**src/hw/rtl/svptw_pkg.sv**
```systemverilog
package svptw_pkg;

  // field widths
  localparam int unsigned XLEN       = 64;
  localparam int unsigned PPN_W      = 44;
  localparam int unsigned PADDR_W    = 56;
  localparam int unsigned PAGE_SHIFT = 12;
  localparam int unsigned VPN_W      = 9;
  localparam int unsigned MODE_W     = 4;
  localparam int unsigned CAUSE_W    = 3;
  localparam int unsigned ACC_W      = 2;
  localparam int unsigned PRIV_W     = 2;
  localparam int unsigned LEVEL_W    = 2;
  localparam int unsigned CFG_IDX_W  = 1;

  // queue between the classifier and the walker
  localparam int unsigned QUEUE_DEPTH = 2;
  localparam int unsigned QPTR_W      = (QUEUE_DEPTH > 1) ? $clog2(QUEUE_DEPTH) : 1;
  localparam int unsigned QCNT_W      = $clog2(QUEUE_DEPTH + 1);

  // configuration register indexes
  localparam logic [CFG_IDX_W-1:0] CFG_TRANSLATION_MODE = 1'd0;
  localparam logic [CFG_IDX_W-1:0] CFG_ROOT_TABLE_PAGE  = 1'd1;

  // translation mode that enables sv39
  localparam logic [MODE_W-1:0] MODE_SV39 = 4'd8;

  // access types
  localparam logic [ACC_W-1:0] ACC_FETCH = 2'd0;
  localparam logic [ACC_W-1:0] ACC_LOAD  = 2'd1;
  localparam logic [ACC_W-1:0] ACC_STORE = 2'd2;

  // privilege levels
  localparam logic [PRIV_W-1:0] PRIV_USER    = 2'd0;
  localparam logic [PRIV_W-1:0] PRIV_MACHINE = 2'd3;

  // fault causes
  localparam logic [CAUSE_W-1:0] CAUSE_NONE         = 3'd0;
  localparam logic [CAUSE_W-1:0] CAUSE_MISALIGN_BASE = 3'd1;
  localparam logic [CAUSE_W-1:0] CAUSE_PF_BASE      = 3'd4;
  localparam logic [CAUSE_W-1:0] CAUSE_WALK_BUS_ERR = 3'd5;

  // result kinds
  localparam logic RK_PTE_READ = 1'b0;
  localparam logic RK_DONE     = 1'b1;

  // input kinds
  localparam logic KIND_REQUEST  = 1'b0;
  localparam logic KIND_RESPONSE = 1'b1;

  // walk levels
  localparam logic [LEVEL_W-1:0] LEVEL_TOP = 2'd2;

  // pte bit positions
  localparam int unsigned PTE_V   = 0;
  localparam int unsigned PTE_R   = 1;
  localparam int unsigned PTE_W   = 2;
  localparam int unsigned PTE_X   = 3;
  localparam int unsigned PTE_U   = 4;
  localparam int unsigned PTE_A   = 6;
  localparam int unsigned PTE_D   = 7;
  localparam int unsigned PTE_PPN = 10;

  typedef struct packed {
    logic               kind;
    logic [XLEN-1:0]    virtual_address;
    logic [ACC_W-1:0]   access_type;
    logic [1:0]         size_log2;
    logic [PRIV_W-1:0]  privilege;
    logic [XLEN-1:0]    pte_data;
    logic               bus_error;
  } in_item_t;

  typedef struct packed {
    logic               result_kind;
    logic [XLEN-1:0]    address;
    logic [CAUSE_W-1:0] fault_cause;
    logic [XLEN-1:0]    trap_value;
  } out_item_t;

  // what the walker must do with a queued transaction
  typedef enum logic [1:0] {
    OP_FAULT,
    OP_PASS,
    OP_WALK,
    OP_RESP
  } op_t;

  typedef struct packed {
    op_t                op;
    logic [CAUSE_W-1:0] cause;
    logic [ACC_W-1:0]   acc;
    logic [PRIV_W-1:0]  priv;
    logic [XLEN-1:0]    data;
    logic               bus_error;
  } work_t;

  typedef struct packed {
    logic full;
    logic empty;
  } q_status_t;

endpackage

```
**src/hw/rtl/svptw_front.sv**
```systemverilog
module svptw_front (
  input  svptw_pkg::in_item_t         item,
  input  logic [svptw_pkg::MODE_W-1:0] translation_mode,
  output svptw_pkg::work_t            work
);
  import svptw_pkg::*;

  logic [ACC_W-1:0] acc;
  logic             misaligned;
  logic             canonical;
  logic             bypass;

  // anything that is not fetch or store counts as a load
  assign acc = (item.access_type == ACC_FETCH || item.access_type == ACC_STORE) ?
               item.access_type : ACC_LOAD;

  // alignment check
  always_comb begin
    if (acc == ACC_FETCH) begin
      misaligned = item.virtual_address[0];
    end else begin
      case (item.size_log2)
        2'd0:    misaligned = 1'b0;
        2'd1:    misaligned = item.virtual_address[0];
        2'd2:    misaligned = |item.virtual_address[1:0];
        2'd3:    misaligned = |item.virtual_address[2:0];
        default: misaligned = 1'b0;
      endcase
    end
  end

  // upper bits must all match bit 38
  assign canonical = (&item.virtual_address[63:38]) || !(|item.virtual_address[63:38]);
  assign bypass    = (item.privilege == PRIV_MACHINE) || (translation_mode != MODE_SV39);

  // classify the transaction
  always_comb begin
    work.acc       = acc;
    work.priv      = item.privilege;
    work.bus_error = item.bus_error;
    work.cause     = CAUSE_NONE;
    work.data      = item.virtual_address;
    if (item.kind == KIND_RESPONSE) begin
      work.op   = OP_RESP;
      work.data = item.pte_data;
    end else if (misaligned) begin
      work.op    = OP_FAULT;
      work.cause = CAUSE_W'(CAUSE_MISALIGN_BASE + CAUSE_W'(acc));
    end else if (bypass) begin
      work.op = OP_PASS;
    end else if (!canonical) begin
      work.op    = OP_FAULT;
      work.cause = CAUSE_W'(CAUSE_PF_BASE + CAUSE_W'(acc));
    end else begin
      work.op = OP_WALK;
    end
  end

endmodule

```
**src/hw/rtl/svptw_queue.sv**
```systemverilog
module svptw_queue (
  input  logic                 clk,
  input  logic                 rst,
  input  logic                 push,
  input  svptw_pkg::work_t     push_data,
  input  logic                 pop,
  output svptw_pkg::work_t     head,
  output svptw_pkg::q_status_t status
);
  import svptw_pkg::*;

  work_t             entries [QUEUE_DEPTH];
  logic [QPTR_W-1:0] wr_ptr;
  logic [QPTR_W-1:0] rd_ptr;
  logic [QCNT_W-1:0] count;

  assign status.full  = (count == QCNT_W'(QUEUE_DEPTH));
  assign status.empty = (count == '0);
  assign head         = entries[rd_ptr];

  // payload storage
  always_ff @(posedge clk) begin
    if (push) begin
      entries[wr_ptr] <= push_data;
    end
  end

  // pointers and fill count
  always_ff @(posedge clk) begin
    if (rst) begin
      wr_ptr <= '0;
      rd_ptr <= '0;
      count  <= '0;
    end else begin
      if (push) begin
        wr_ptr <= (wr_ptr == QPTR_W'(QUEUE_DEPTH - 1)) ? '0 : QPTR_W'(wr_ptr + 1'b1);
      end
      if (pop) begin
        rd_ptr <= (rd_ptr == QPTR_W'(QUEUE_DEPTH - 1)) ? '0 : QPTR_W'(rd_ptr + 1'b1);
      end
      if (push && !pop) begin
        count <= QCNT_W'(count + 1'b1);
      end else if (pop && !push) begin
        count <= QCNT_W'(count - 1'b1);
      end
    end
  end

`ifndef SYNTHESIS
  a_count_bound: assert property (@(posedge clk) disable iff (rst)
    count <= QCNT_W'(QUEUE_DEPTH))
    else $error("queue count beyond depth");

  a_no_overflow: assert property (@(posedge clk) disable iff (rst)
    status.full && !pop |-> !push)
    else $error("push into full queue");

  a_no_underflow: assert property (@(posedge clk) disable iff (rst)
    status.empty |-> !pop)
    else $error("pop from empty queue");
`endif

endmodule

```
**src/hw/rtl/svptw_back.sv**
```systemverilog
module svptw_back (
  input  logic                          clk,
  input  logic                          rst,
  input  svptw_pkg::work_t              head,
  input  svptw_pkg::q_status_t          q_status,
  input  logic [svptw_pkg::PPN_W-1:0]   root_table_page,
  output logic                          pop,
  output logic                          out_valid,
  input  logic                          out_stall,
  output svptw_pkg::out_item_t          out_item
);
  import svptw_pkg::*;

  // walk state
  logic                 walk_active;
  logic [LEVEL_W-1:0]   walk_level;
  logic [XLEN-1:0]      saved_vaddr;
  logic [ACC_W-1:0]     saved_access;
  logic [PRIV_W-1:0]    saved_privilege;
  logic [PADDR_W-1:0]   pending_entry_addr;

  logic                 walk_active_next;
  logic [LEVEL_W-1:0]   walk_level_next;
  logic [PADDR_W-1:0]   pending_entry_addr_next;
  logic                 res_valid;
  out_item_t            res;

  logic [XLEN-1:0]      pte;
  logic [PPN_W-1:0]     ppn;
  logic [CAUSE_W-1:0]   pf_cause;
  logic                 is_leaf;
  logic                 perm_ok;
  logic                 super_misaligned;
  logic [PADDR_W-1:0]   leaf_pa;
  logic [LEVEL_W-1:0]   lower_level;

  // entry address for one level of the walk
  function automatic logic [PADDR_W-1:0] entry_addr(input logic [PPN_W-1:0] base_ppn,
                                                    input logic [XLEN-1:0] va,
                                                    input logic [LEVEL_W-1:0] lvl);
    logic [VPN_W-1:0] idx;
    case (lvl)
      2'd0:    idx = va[20:12];
      2'd1:    idx = va[29:21];
      default: idx = va[38:30];
    endcase
    entry_addr = {base_ppn, idx, 3'b000};
  endfunction

  // output register is free or being emptied
  assign pop = !q_status.empty && (!out_valid || !out_stall);

  assign pte         = head.data;
  assign ppn         = pte[PTE_PPN +: PPN_W];
  assign pf_cause    = CAUSE_W'(CAUSE_PF_BASE + CAUSE_W'(saved_access));
  assign is_leaf     = pte[PTE_R] || pte[PTE_W] || pte[PTE_X];
  assign lower_level = LEVEL_W'(walk_level - 1'b1);

  // leaf permission
  always_comb begin
    case (saved_access)
      ACC_FETCH: perm_ok = pte[PTE_X];
      ACC_STORE: perm_ok = pte[PTE_W] && pte[PTE_D];
      default:   perm_ok = pte[PTE_R];
    endcase
  end

  // superpage alignment and physical address
  always_comb begin
    case (walk_level)
      2'd0: begin
        super_misaligned = 1'b0;
        leaf_pa          = {ppn, saved_vaddr[11:0]};
      end
      2'd1: begin
        super_misaligned = |ppn[8:0];
        leaf_pa          = {ppn[PPN_W-1:9], saved_vaddr[20:0]};
      end
      default: begin
        super_misaligned = |ppn[17:0];
        leaf_pa          = {ppn[PPN_W-1:18], saved_vaddr[29:0]};
      end
    endcase
  end

  // walker step for the queue head
  always_comb begin
    walk_active_next        = walk_active;
    walk_level_next         = walk_level;
    pending_entry_addr_next = pending_entry_addr;
    res_valid               = 1'b0;
    res.result_kind         = RK_DONE;
    res.address             = '0;
    res.fault_cause         = CAUSE_NONE;
    res.trap_value          = '0;
    case (head.op)
      OP_FAULT: begin
        walk_active_next = 1'b0;
        res_valid        = 1'b1;
        res.fault_cause  = head.cause;
        res.trap_value   = head.data;
      end
      OP_PASS: begin
        walk_active_next = 1'b0;
        res_valid        = 1'b1;
        res.address      = head.data;
      end
      OP_WALK: begin
        walk_active_next        = 1'b1;
        walk_level_next         = LEVEL_TOP;
        pending_entry_addr_next = entry_addr(root_table_page, head.data, LEVEL_TOP);
        res_valid               = 1'b1;
        res.result_kind         = RK_PTE_READ;
        res.address             = XLEN'(pending_entry_addr_next);
      end
      OP_RESP: begin
        if (walk_active) begin
          res_valid = 1'b1;
          if (head.bus_error) begin
            walk_active_next = 1'b0;
            res.fault_cause  = CAUSE_WALK_BUS_ERR;
            res.trap_value   = XLEN'(pending_entry_addr);
          end else if (!pte[PTE_V] || (pte[PTE_W] && !pte[PTE_R])) begin
            walk_active_next = 1'b0;
            res.fault_cause  = pf_cause;
            res.trap_value   = saved_vaddr;
          end else if (is_leaf) begin
            walk_active_next = 1'b0;
            if (!perm_ok || (saved_privilege == PRIV_USER && !pte[PTE_U]) ||
                super_misaligned || !pte[PTE_A]) begin
              res.fault_cause = pf_cause;
              res.trap_value  = saved_vaddr;
            end else begin
              res.address = XLEN'(leaf_pa);
            end
          end else if (walk_level == '0) begin
            walk_active_next = 1'b0;
            res.fault_cause  = pf_cause;
            res.trap_value   = saved_vaddr;
          end else begin
            walk_level_next         = lower_level;
            pending_entry_addr_next = entry_addr(ppn, saved_vaddr, lower_level);
            res.result_kind         = RK_PTE_READ;
            res.address             = XLEN'(pending_entry_addr_next);
          end
        end
      end
      default: begin
        res_valid = 1'b0;
      end
    endcase
  end

  // walk control state
  always_ff @(posedge clk) begin
    if (rst) begin
      walk_active <= 1'b0;
      walk_level  <= '0;
    end else if (pop) begin
      walk_active <= walk_active_next;
      walk_level  <= walk_level_next;
    end
  end

  // saved request and pending entry address
  always_ff @(posedge clk) begin
    if (pop) begin
      pending_entry_addr <= pending_entry_addr_next;
      if (head.op == OP_WALK) begin
        saved_vaddr     <= head.data;
        saved_access    <= head.acc;
        saved_privilege <= head.priv;
      end
    end
  end

  // output register
  always_ff @(posedge clk) begin
    if (rst) begin
      out_valid <= 1'b0;
    end else if (pop && res_valid) begin
      out_valid <= 1'b1;
    end else if (!out_stall) begin
      out_valid <= 1'b0;
    end
  end

  always_ff @(posedge clk) begin
    if (pop && res_valid) begin
      out_item <= res;
    end
  end

`ifndef SYNTHESIS
  a_walk_starts: assert property (@(posedge clk) disable iff (rst)
    pop && head.op == OP_WALK |=> walk_active && walk_level == LEVEL_TOP)
    else $error("walk did not start at top level");

  a_level_range: assert property (@(posedge clk) disable iff (rst)
    walk_active |-> walk_level <= LEVEL_TOP)
    else $error("walk level out of range");

  a_read_no_fault: assert property (@(posedge clk) disable iff (rst)
    out_valid && out_item.result_kind == RK_PTE_READ |->
      out_item.fault_cause == CAUSE_NONE && walk_active)
    else $error("entry read without an active walk");

  a_clean_tval: assert property (@(posedge clk) disable iff (rst)
    out_valid && out_item.fault_cause == CAUSE_NONE |-> out_item.trap_value == '0)
    else $error("trap value set without fault");
`endif

endmodule

```
**src/hw/rtl/sv39_page_table_walker_top.sv**
```systemverilog
// sv39 page table walker
// input channel (in_valid / in_stall / in_item) carries two kinds of
// transaction: a new translation request, or the page table entry returned
// for an earlier read request. output channel (out_valid / out_stall /
// out_item) carries one result per transaction: either an entry read request
// for the memory side or a finished translation with fault cause and trap value.
// a response that arrives with no walk in progress gives no result.
// configuration: cfg_valid / cfg_ready / cfg_index / cfg_data, index 0 is the
// translation mode, index 1 the root table page number; cfg_ready is always high.
// an accepted transaction is registered in the queue, then in the output register.
// throughput: one transaction per cycle while out_stall is low; the walker
// handles the queue head combinationally, so the output register is the only pacing point.
// a two-entry queue sits between the classifier and the walker; in_stall is
// high only while that queue is full, so input is accepted while a result
// still waits on a stalled output.
// reset clears the queue, the walk, the output valid and both config registers.
module sv39_page_table_walker_top (
  input  logic                              clk,
  input  logic                              rst,
  input  logic                              in_valid,
  output logic                              in_stall,
  input  svptw_pkg::in_item_t               in_item,
  output logic                              out_valid,
  input  logic                              out_stall,
  output svptw_pkg::out_item_t              out_item,
  input  logic                              cfg_valid,
  output logic                              cfg_ready,
  input  logic [svptw_pkg::CFG_IDX_W-1:0]   cfg_index,
  input  logic [svptw_pkg::XLEN-1:0]        cfg_data
);
  import svptw_pkg::*;

  logic [MODE_W-1:0] translation_mode;
  logic [PPN_W-1:0]  root_table_page;
  work_t             work;
  work_t             head;
  q_status_t         q_status;
  logic              push;
  logic              pop;

  // configuration registers
  assign cfg_ready = 1'b1;

  always_ff @(posedge clk) begin
    if (rst) begin
      translation_mode <= '0;
      root_table_page  <= '0;
    end else if (cfg_valid && cfg_ready) begin
      case (cfg_index)
        CFG_TRANSLATION_MODE: translation_mode <= cfg_data[MODE_W-1:0];
        CFG_ROOT_TABLE_PAGE:  root_table_page  <= cfg_data[PPN_W-1:0];
        default:              translation_mode <= translation_mode;
      endcase
    end
  end

  // input handshake
  assign in_stall = q_status.full;
  assign push     = in_valid && !in_stall;

  svptw_front u_front (
    .item             (in_item),
    .translation_mode (translation_mode),
    .work             (work)
  );

  svptw_queue u_queue (
    .clk       (clk),
    .rst       (rst),
    .push      (push),
    .push_data (work),
    .pop       (pop),
    .head      (head),
    .status    (q_status)
  );

  svptw_back u_back (
    .clk             (clk),
    .rst             (rst),
    .head            (head),
    .q_status        (q_status),
    .root_table_page (root_table_page),
    .pop             (pop),
    .out_valid       (out_valid),
    .out_stall       (out_stall),
    .out_item        (out_item)
  );

endmodule

```
**config.mk**
```make
export PLATFORM = sky130hd
export DESIGN_NAME = sv39_page_table_walker_top
export DESIGN_NICKNAME = d
export VERILOG_FILES = /design/src/hw/rtl/svptw_pkg.sv /design/src/hw/rtl/svptw_front.sv /design/src/hw/rtl/svptw_queue.sv /design/src/hw/rtl/svptw_back.sv /design/src/hw/rtl/sv39_page_table_walker_top.sv
export SDC_FILE = /design/constraint.sdc
export NUM_CORES = 1
export LEC_CHECK = 0
export ABC_AREA = 1
export ABC_CLOCK_PERIOD_IN_PS = 13600
export BUFFER_PORTS_ARGS = -buffer_cell sky130_fd_sc_hd__buf_2
export CAP_MARGIN = 20
export CORE_UTILIZATION = 45
export DETAILED_ROUTE_END_ITERATION = 16
export PLACE_DENSITY = 0.66
export SLEW_MARGIN = 20
export SYNTH_ARGS = -nofsm -noshare
export SYNTH_HDL_FRONTEND = slang
export SYNTH_SLANG_ARGS = --single-unit
```
**constraint.sdc**
```tcl
create_clock -name clk -period 13.6 [get_ports clk]
set_input_delay 3.4 -clock clk [delete_from_list [all_inputs] [get_ports clk]]
set_output_delay 3.4 -clock clk [all_outputs]
set_load 0.03 [all_outputs]
```
Word-level counts from Yosys, hierarchy flattened:

Memories as Yosys holds them, arrays and structs flattened. A register that Yosys moved wholly into a read port is not among the register bits.
Index checks and enable logic that the tools add are counted.

* logic and storage cells: 163
* bits in writable memories: 148
* output and inout bits: 135
* register bits after elaboration: 312
* input port bits: 206
* memories: 1

Memories
* u_queue.entries: depth 2, width 74, rd ports 1, clocked after Yosys merged registers in 1, write ports 1, RTL line svptw_queue.sv:12 `work_t entries [QUEUE_DEPTH];`

* eq/ne operators: 19
* add/sub/neg operators: 8
* reductions and logical operators: 53
* bitwise gates (word level): 1
* muxes and demuxes: 65

Operators by type and width (count)
* 56-bit two-way mux: 6
* 67-bit two-way mux: 4
* 65-bit two-way mux: 3
* 64-bit one-hot mux with 3 select lines: 1
* 67-bit one-hot mux with 2 select lines: 1
* 132-bit two-way mux: 1
* 131-bit two-way mux: 1
* 56-bit one-hot mux with 2 select lines: 1
* 64-bit two-way mux: 1
* 30-bit one-hot mux with 2 select lines: 1
* 9-bit two-way mux: 6
* 26-bit AND reduction: 1
* 26-bit OR reduction: 1
* 2-bit two-way mux: 11
* 2-bit zero test: 9
* 9-bit one-hot mux with 2 select lines: 1
* 18-bit OR reduction: 1
* 2-bit == test, second input constant: 8
* 1-bit two-way mux: 16
* 1-bit zero test: 12
* 1-bit logical OR: 10
* 3-bit two-way mux: 3
* 9-bit OR reduction: 1
* 2-bit by 1-bit == test with 1-bit output, second input constant: 4
* 20 further kinds: 42

Logic depth before layout (Yosys ltp):

* depth in word-level cells: 15
* gate-level depth with buffers: 19

Cells and area by module:

A second synthesis with hierarchy kept.

* cell total of the unflattened synthesis: 2051
* area, all modules: 21580.7 sq um

By module, submodules not included
* svptw_back: area an instance 12662.1 sq um, cells an instance 1272, sequential area each 7677.4 sq um, instances 1
* svptw_queue: area an instance 5813.1 sq um, cells an instance 263, sequential area each 4544.4 sq um, instances 1
* sv39_page_table_walker_top: area an instance 1924.3 sq um, cells an instance 229, sequential area each 960.9 sq um, instances 1
* svptw_front: area an instance 1181.1 sq um, cells an instance 287, sequential area each 0.0 sq um, instances 1

Worst setup path before layout:

No wires, ideal clock.

* path type: in2reg
* start point: input out_stall
* end point: register, netlist name u_back.out_item[0]
* data arrival time: 10.332 ns
* buffers on the path: 0
* path slack: 2.599 ns
* stages on the path: 5
* cells stage by stage: nand2_1 inv_1 a21oi_1 inv_1 a21oi_1

* cells in the longest elaborated chain, start to end: 4

Ends and longest elaborated chain
* start: declaration: RTL line sv39_page_table_walker_top.sv:24 `input logic out_stall,`
* 1-bit zero test: RTL line svptw_back.sv:51 `assign pop = !q_status.empty && (!out_valid || !out_stall);`
* 1-bit logical OR: RTL line svptw_back.sv:51
* 1-bit logical AND: RTL line svptw_back.sv:51
* 1-bit logical AND: RTL line svptw_back.sv:189 `if (pop && res_valid) begin`

No other way between the ends.
A chain may end at the register's enable or synchronous reset.

==> metrics.sh <==
FINALCRITPERIODSHARE=0.432
DR.PASS1.ITERS=8
POST-ROUTE-WORST-SETUP-SLACK_PS=7720
POWER.TOTAL_mW=5.77
DESIGN_AREA_UM2=24100
GRT_ANTENNA_BEFORE_REPAIR=1
LAYOUT.CELLS.MOST_COMMON='sky130_fd_sc_hd__nand2_1'
FINAL-HOLD-VIOLATION-COUNT=0
POST_SYNTH_MAIN_AREA_CONTRIBUTORS='sky130_fd_sc_hd__edfxtp_1 (59%), sky130_fd_sc_hd__nand2_1 (11%), sky130_fd_sc_hd__dfxtp_1 (5.6%), sky130_fd_sc_hd__o21ai_0 (4.8%), sky130_fd_sc_hd__nor2_1 (3.7%)'
INITIAL_CORE_UTIL=0.460
VIAS_PER_CELL=5.47
FIRST_ITER_VIOLATIONS=1858
SYNTH.YOSYS.WARNINGS=0
WORST_PATH_CLK_SLEW_PS=60
SYNTHDOMINANTAREACELLTYPE='sky130_fd_sc_hd__edfxtp_1'
YS.FLOP_TYPE='sky130_fd_sc_hd__edfxtp_1'
POWERDENSITY_nW_PER_UM2=240
POST_DP_CELL_AREA_UM2=22500
WL_PER_CELL_UM=20.3
GRT_OVERFLOW_TOTAL=0
HOLD_PATH_CLASS='reg -> reg'
POST_CTS.REPAIR.SETUP_BUFFERS=0
DRIVE_ABOVE_1_SHARE=0.189
GLOBAL_ROUTE_WIRE_LENGTH_BEFORE_REPAIR_UM=91200
GP_CONGESTION=0.919
GRT_MAX_DEGREE=83
NETLIST_INSTANCES=2097
TIMING.SETUP.TNS_PS=0
DIE_HEIGHT_UM=215
PORTBUFFERS=319
POSTCTSHOLDBUFS=0
CTS_REPAIR_RESIZE_COUNT=0
TOTAL_WIRE_LENGTH_UM=60900
SYN-CELL-AREA_UM2=20500
WORSTSETUPSTARTPOINTTYPE='register'
SYNTH_TOP_CELL_AREA_SHARE=0.588
TIMING.MAX_CAP.VIOLATIONS=0
TIMING.FINAL.CRIT_PERIOD_PS=5880
SYNTH-ASYNC-RESET-RATIO=0
TRITONCTS_CLOCK_TREE='built'
AREA_USED_BY_MULTI_INPUT_COMBINATIONAL_LOGIC_UM2=6240
CTS_NUM_SINKS=458
WHS_PS=449
NUMBER_OF_GLOBAL_ROUTE_VIAS_BEFORE_REPAIR=15300
FINAL-SEQ-AREA_UM2=13200
FILLERINSTANCES=3962
REPORT.FINAL.SETUP_VIOL=0
DESIGN.DIE.AREA_UM2=46400
GRT_SETUP_UNREPAIRED='no'
SYNTH-EDFF-COUNT=401
DESIGN.FINAL.NETS=2578
POST-DP-HPWL_UM=40100
FP-ROW-COUNT=77
CTS-HTREE-LEVELS=2
YOSYSUNIQUECELLTYPES=38
WORST-SLEW-PIN-TRANSITION_PS=1230
MOSTFREQUENTLAYOUTCELLS='sky130_fd_sc_hd__nand2_1 (599), sky130_fd_sc_hd__edfxtp_1 (401), sky130_fd_sc_hd__buf_2 (319), sky130_fd_sc_hd__o21ai_0 (197), sky130_fd_sc_hd__nor2_1 (197)'
DPL_WORST_SLACK_PS=7300
ROOT_BUFFER='sky130_fd_sc_hd__clkbuf_16'
SYNTH_FP_NETS=2312
POWER.STATIC_LEAKAGE_nW=9.64
YOSYSSEQAREASHARE=0.644
CLK-INSERTION-DELAY-LATE_PS=590
WORST_EP_ARRIVAL_TIME_PS=6080
VDD_DROP_MAX_uV=193
SYNTH.FF_LATCH_COUNT=458
SKEW_PS=28.0
PLACE.DETAILED.INSTANCES=2906
CRITICAL_PATH_PEAK_FANOUT=64
CTS-BUFFERS-INSERTED=47
DESIGN.CORE.AREA_UM2=44500
CLOCK_BUFFER_DEPTH=3
SYN_TO_FINAL_GROWTH_PCT=17.5
VIAS=16400
AGGREGATE_GLOBAL_ROUTE_RESOURCE_USAGE=0.259
CLOCK.FMAX_MHz=170
CRITPATHCAPTURETYPE='register'
MAX_SLEW_HEADROOM=0.173
FINISH.CELL_COUNT_WITHOUT_FILLERS=2994
SYN_AREA_PER_CELL_UM2=9.77
CRITICAL_PATH_CLASS='reg -> reg'
DRC=0
OUTCOME='finished, final reports clean'
POSTLAYOUTCOREUTIL=0.541
DESIGN.PORTCOUNT=341
NUM_ANTENNA_CELLS=0
CHIP_WIDTH_UM=215
TIMING.FINAL.MAX_SLEW_VIOLATIONS=0
CRITICAL_PATH_REQUIRED_PS=13800
POSTROUTEANTENNANETS=0
worst paths after layout:
| check | end | start | slack [ps] | depth (start not counted) |
|---|---|---|---|---|
| min reg2reg | register | u_queue.rd_ptr | 450 | 1 |
| max | u_back.pending_entry_addr[47] | register | 7720 | 16 |
| max reg2reg | u_back.pending_entry_addr[47] | register | 7720 | 16 |
| min | register | u_queue.rd_ptr | 450 | 1 |
synthesized netlist by cell type (6+ instances only):
master                     number
sky130_fd_sc_hd__edfxtp_1     401
sky130_fd_sc_hd__nand3_1       67
sky130_fd_sc_hd__a22oi_1       39
sky130_fd_sc_hd__dfxtp_1       57
sky130_fd_sc_hd__nor2_1       200
sky130_fd_sc_hd__buf_4          8
sky130_fd_sc_hd__o221ai_1      11
sky130_fd_sc_hd__nand4_1       16
sky130_fd_sc_hd__a21oi_1      120
sky130_fd_sc_hd__inv_2          6
sky130_fd_sc_hd__ha_1           9
sky130_fd_sc_hd__nor4_1         6
sky130_fd_sc_hd__a31oi_1       22
sky130_fd_sc_hd__o21ai_1        9
sky130_fd_sc_hd__clkbuf_1      98
sky130_fd_sc_hd__or2_2         24
sky130_fd_sc_hd__nand2_1      599
sky130_fd_sc_hd__inv_1        142
sky130_fd_sc_hd__nor3_1         7
sky130_fd_sc_hd__o21ai_0      197
sky130_fd_sc_hd__buf_2         11
sky130_fd_sc_hd__o22ai_1       13
kinds of logic (layout without fill, tap and decap cells):
family / count (synthesis) / after routing / synth area share
and+or+nand+nor: 931 / 931 / 0.183
adders and majority gates: 9 / 9 / 0.00550
DFF: 458 / 458 / 0.644
muxes: 1 / 1 / 0.000489
buffers and inverters: 277 / 582 / 0.0540
other: 1 / 1 / 0.000183
AOI/OAI and AO/OA: 420 / 420 / 0.113
metal layers:
layer  wire [µm]  GRT usage  vias to the layer above  share of wire
met5           8          0                        -        0.00013
met4        1960     0.0950                        2          0.032
met3        6720     0.0551                      125           0.11
met2       27100      0.387                      931           0.44
met1       25100      0.372                     7642           0.41
li1            -          -                     7679              -
layout make-up:
type | instances | area share
Sequential cell | 458 | 0.548
Multi-Input combinational cell | 1362 | 0.259
Timing Repair Buffer | 342 | 0.0735
Clock buffer | 59 | 0.0516
Tap cell | 592 | 0.0308
Inverter | 152 | 0.0237
Clock inverter | 29 | 0.0135
critical path, stage by stage, from the launching register on:
cell                      delay, ps
sky130_fd_sc_hd__dfxtp_2        490
sky130_fd_sc_hd__inv_2           90
sky130_fd_sc_hd__buf_4          520
sky130_fd_sc_hd__or2_2          210
sky130_fd_sc_hd__o21ai_0        200
sky130_fd_sc_hd__inv_1          170
sky130_fd_sc_hd__ha_1           150
sky130_fd_sc_hd__buf_4          360
sky130_fd_sc_hd__nand2_1        110
sky130_fd_sc_hd__inv_1          100
sky130_fd_sc_hd__nand2_2        110
sky130_fd_sc_hd__nor2_4         690
sky130_fd_sc_hd__nand2_1        950
sky130_fd_sc_hd__o21ai_1        370
sky130_fd_sc_hd__nand2_1        150
sky130_fd_sc_hd__inv_2           70
sky130_fd_sc_hd__buf_4          680
registers in the layout, summed over array words and instances, names as in the netlist, 4 cells and up, named ones only:
register	cells
u_queue.entries	148
u_back.out_item	132
u_back.saved_vaddr	64
u_back.pending_entry_addr	53
root_table_page	44
translation_mode	4
where the power goes:
group	switching (mW)	internal, mW
Sequential	0.141	2.10
Clock	0.541	0.780
Combinational	1.73	0.481
Total	2.41	3.36
Note: power is estimated with default switching activity, not from simulation.
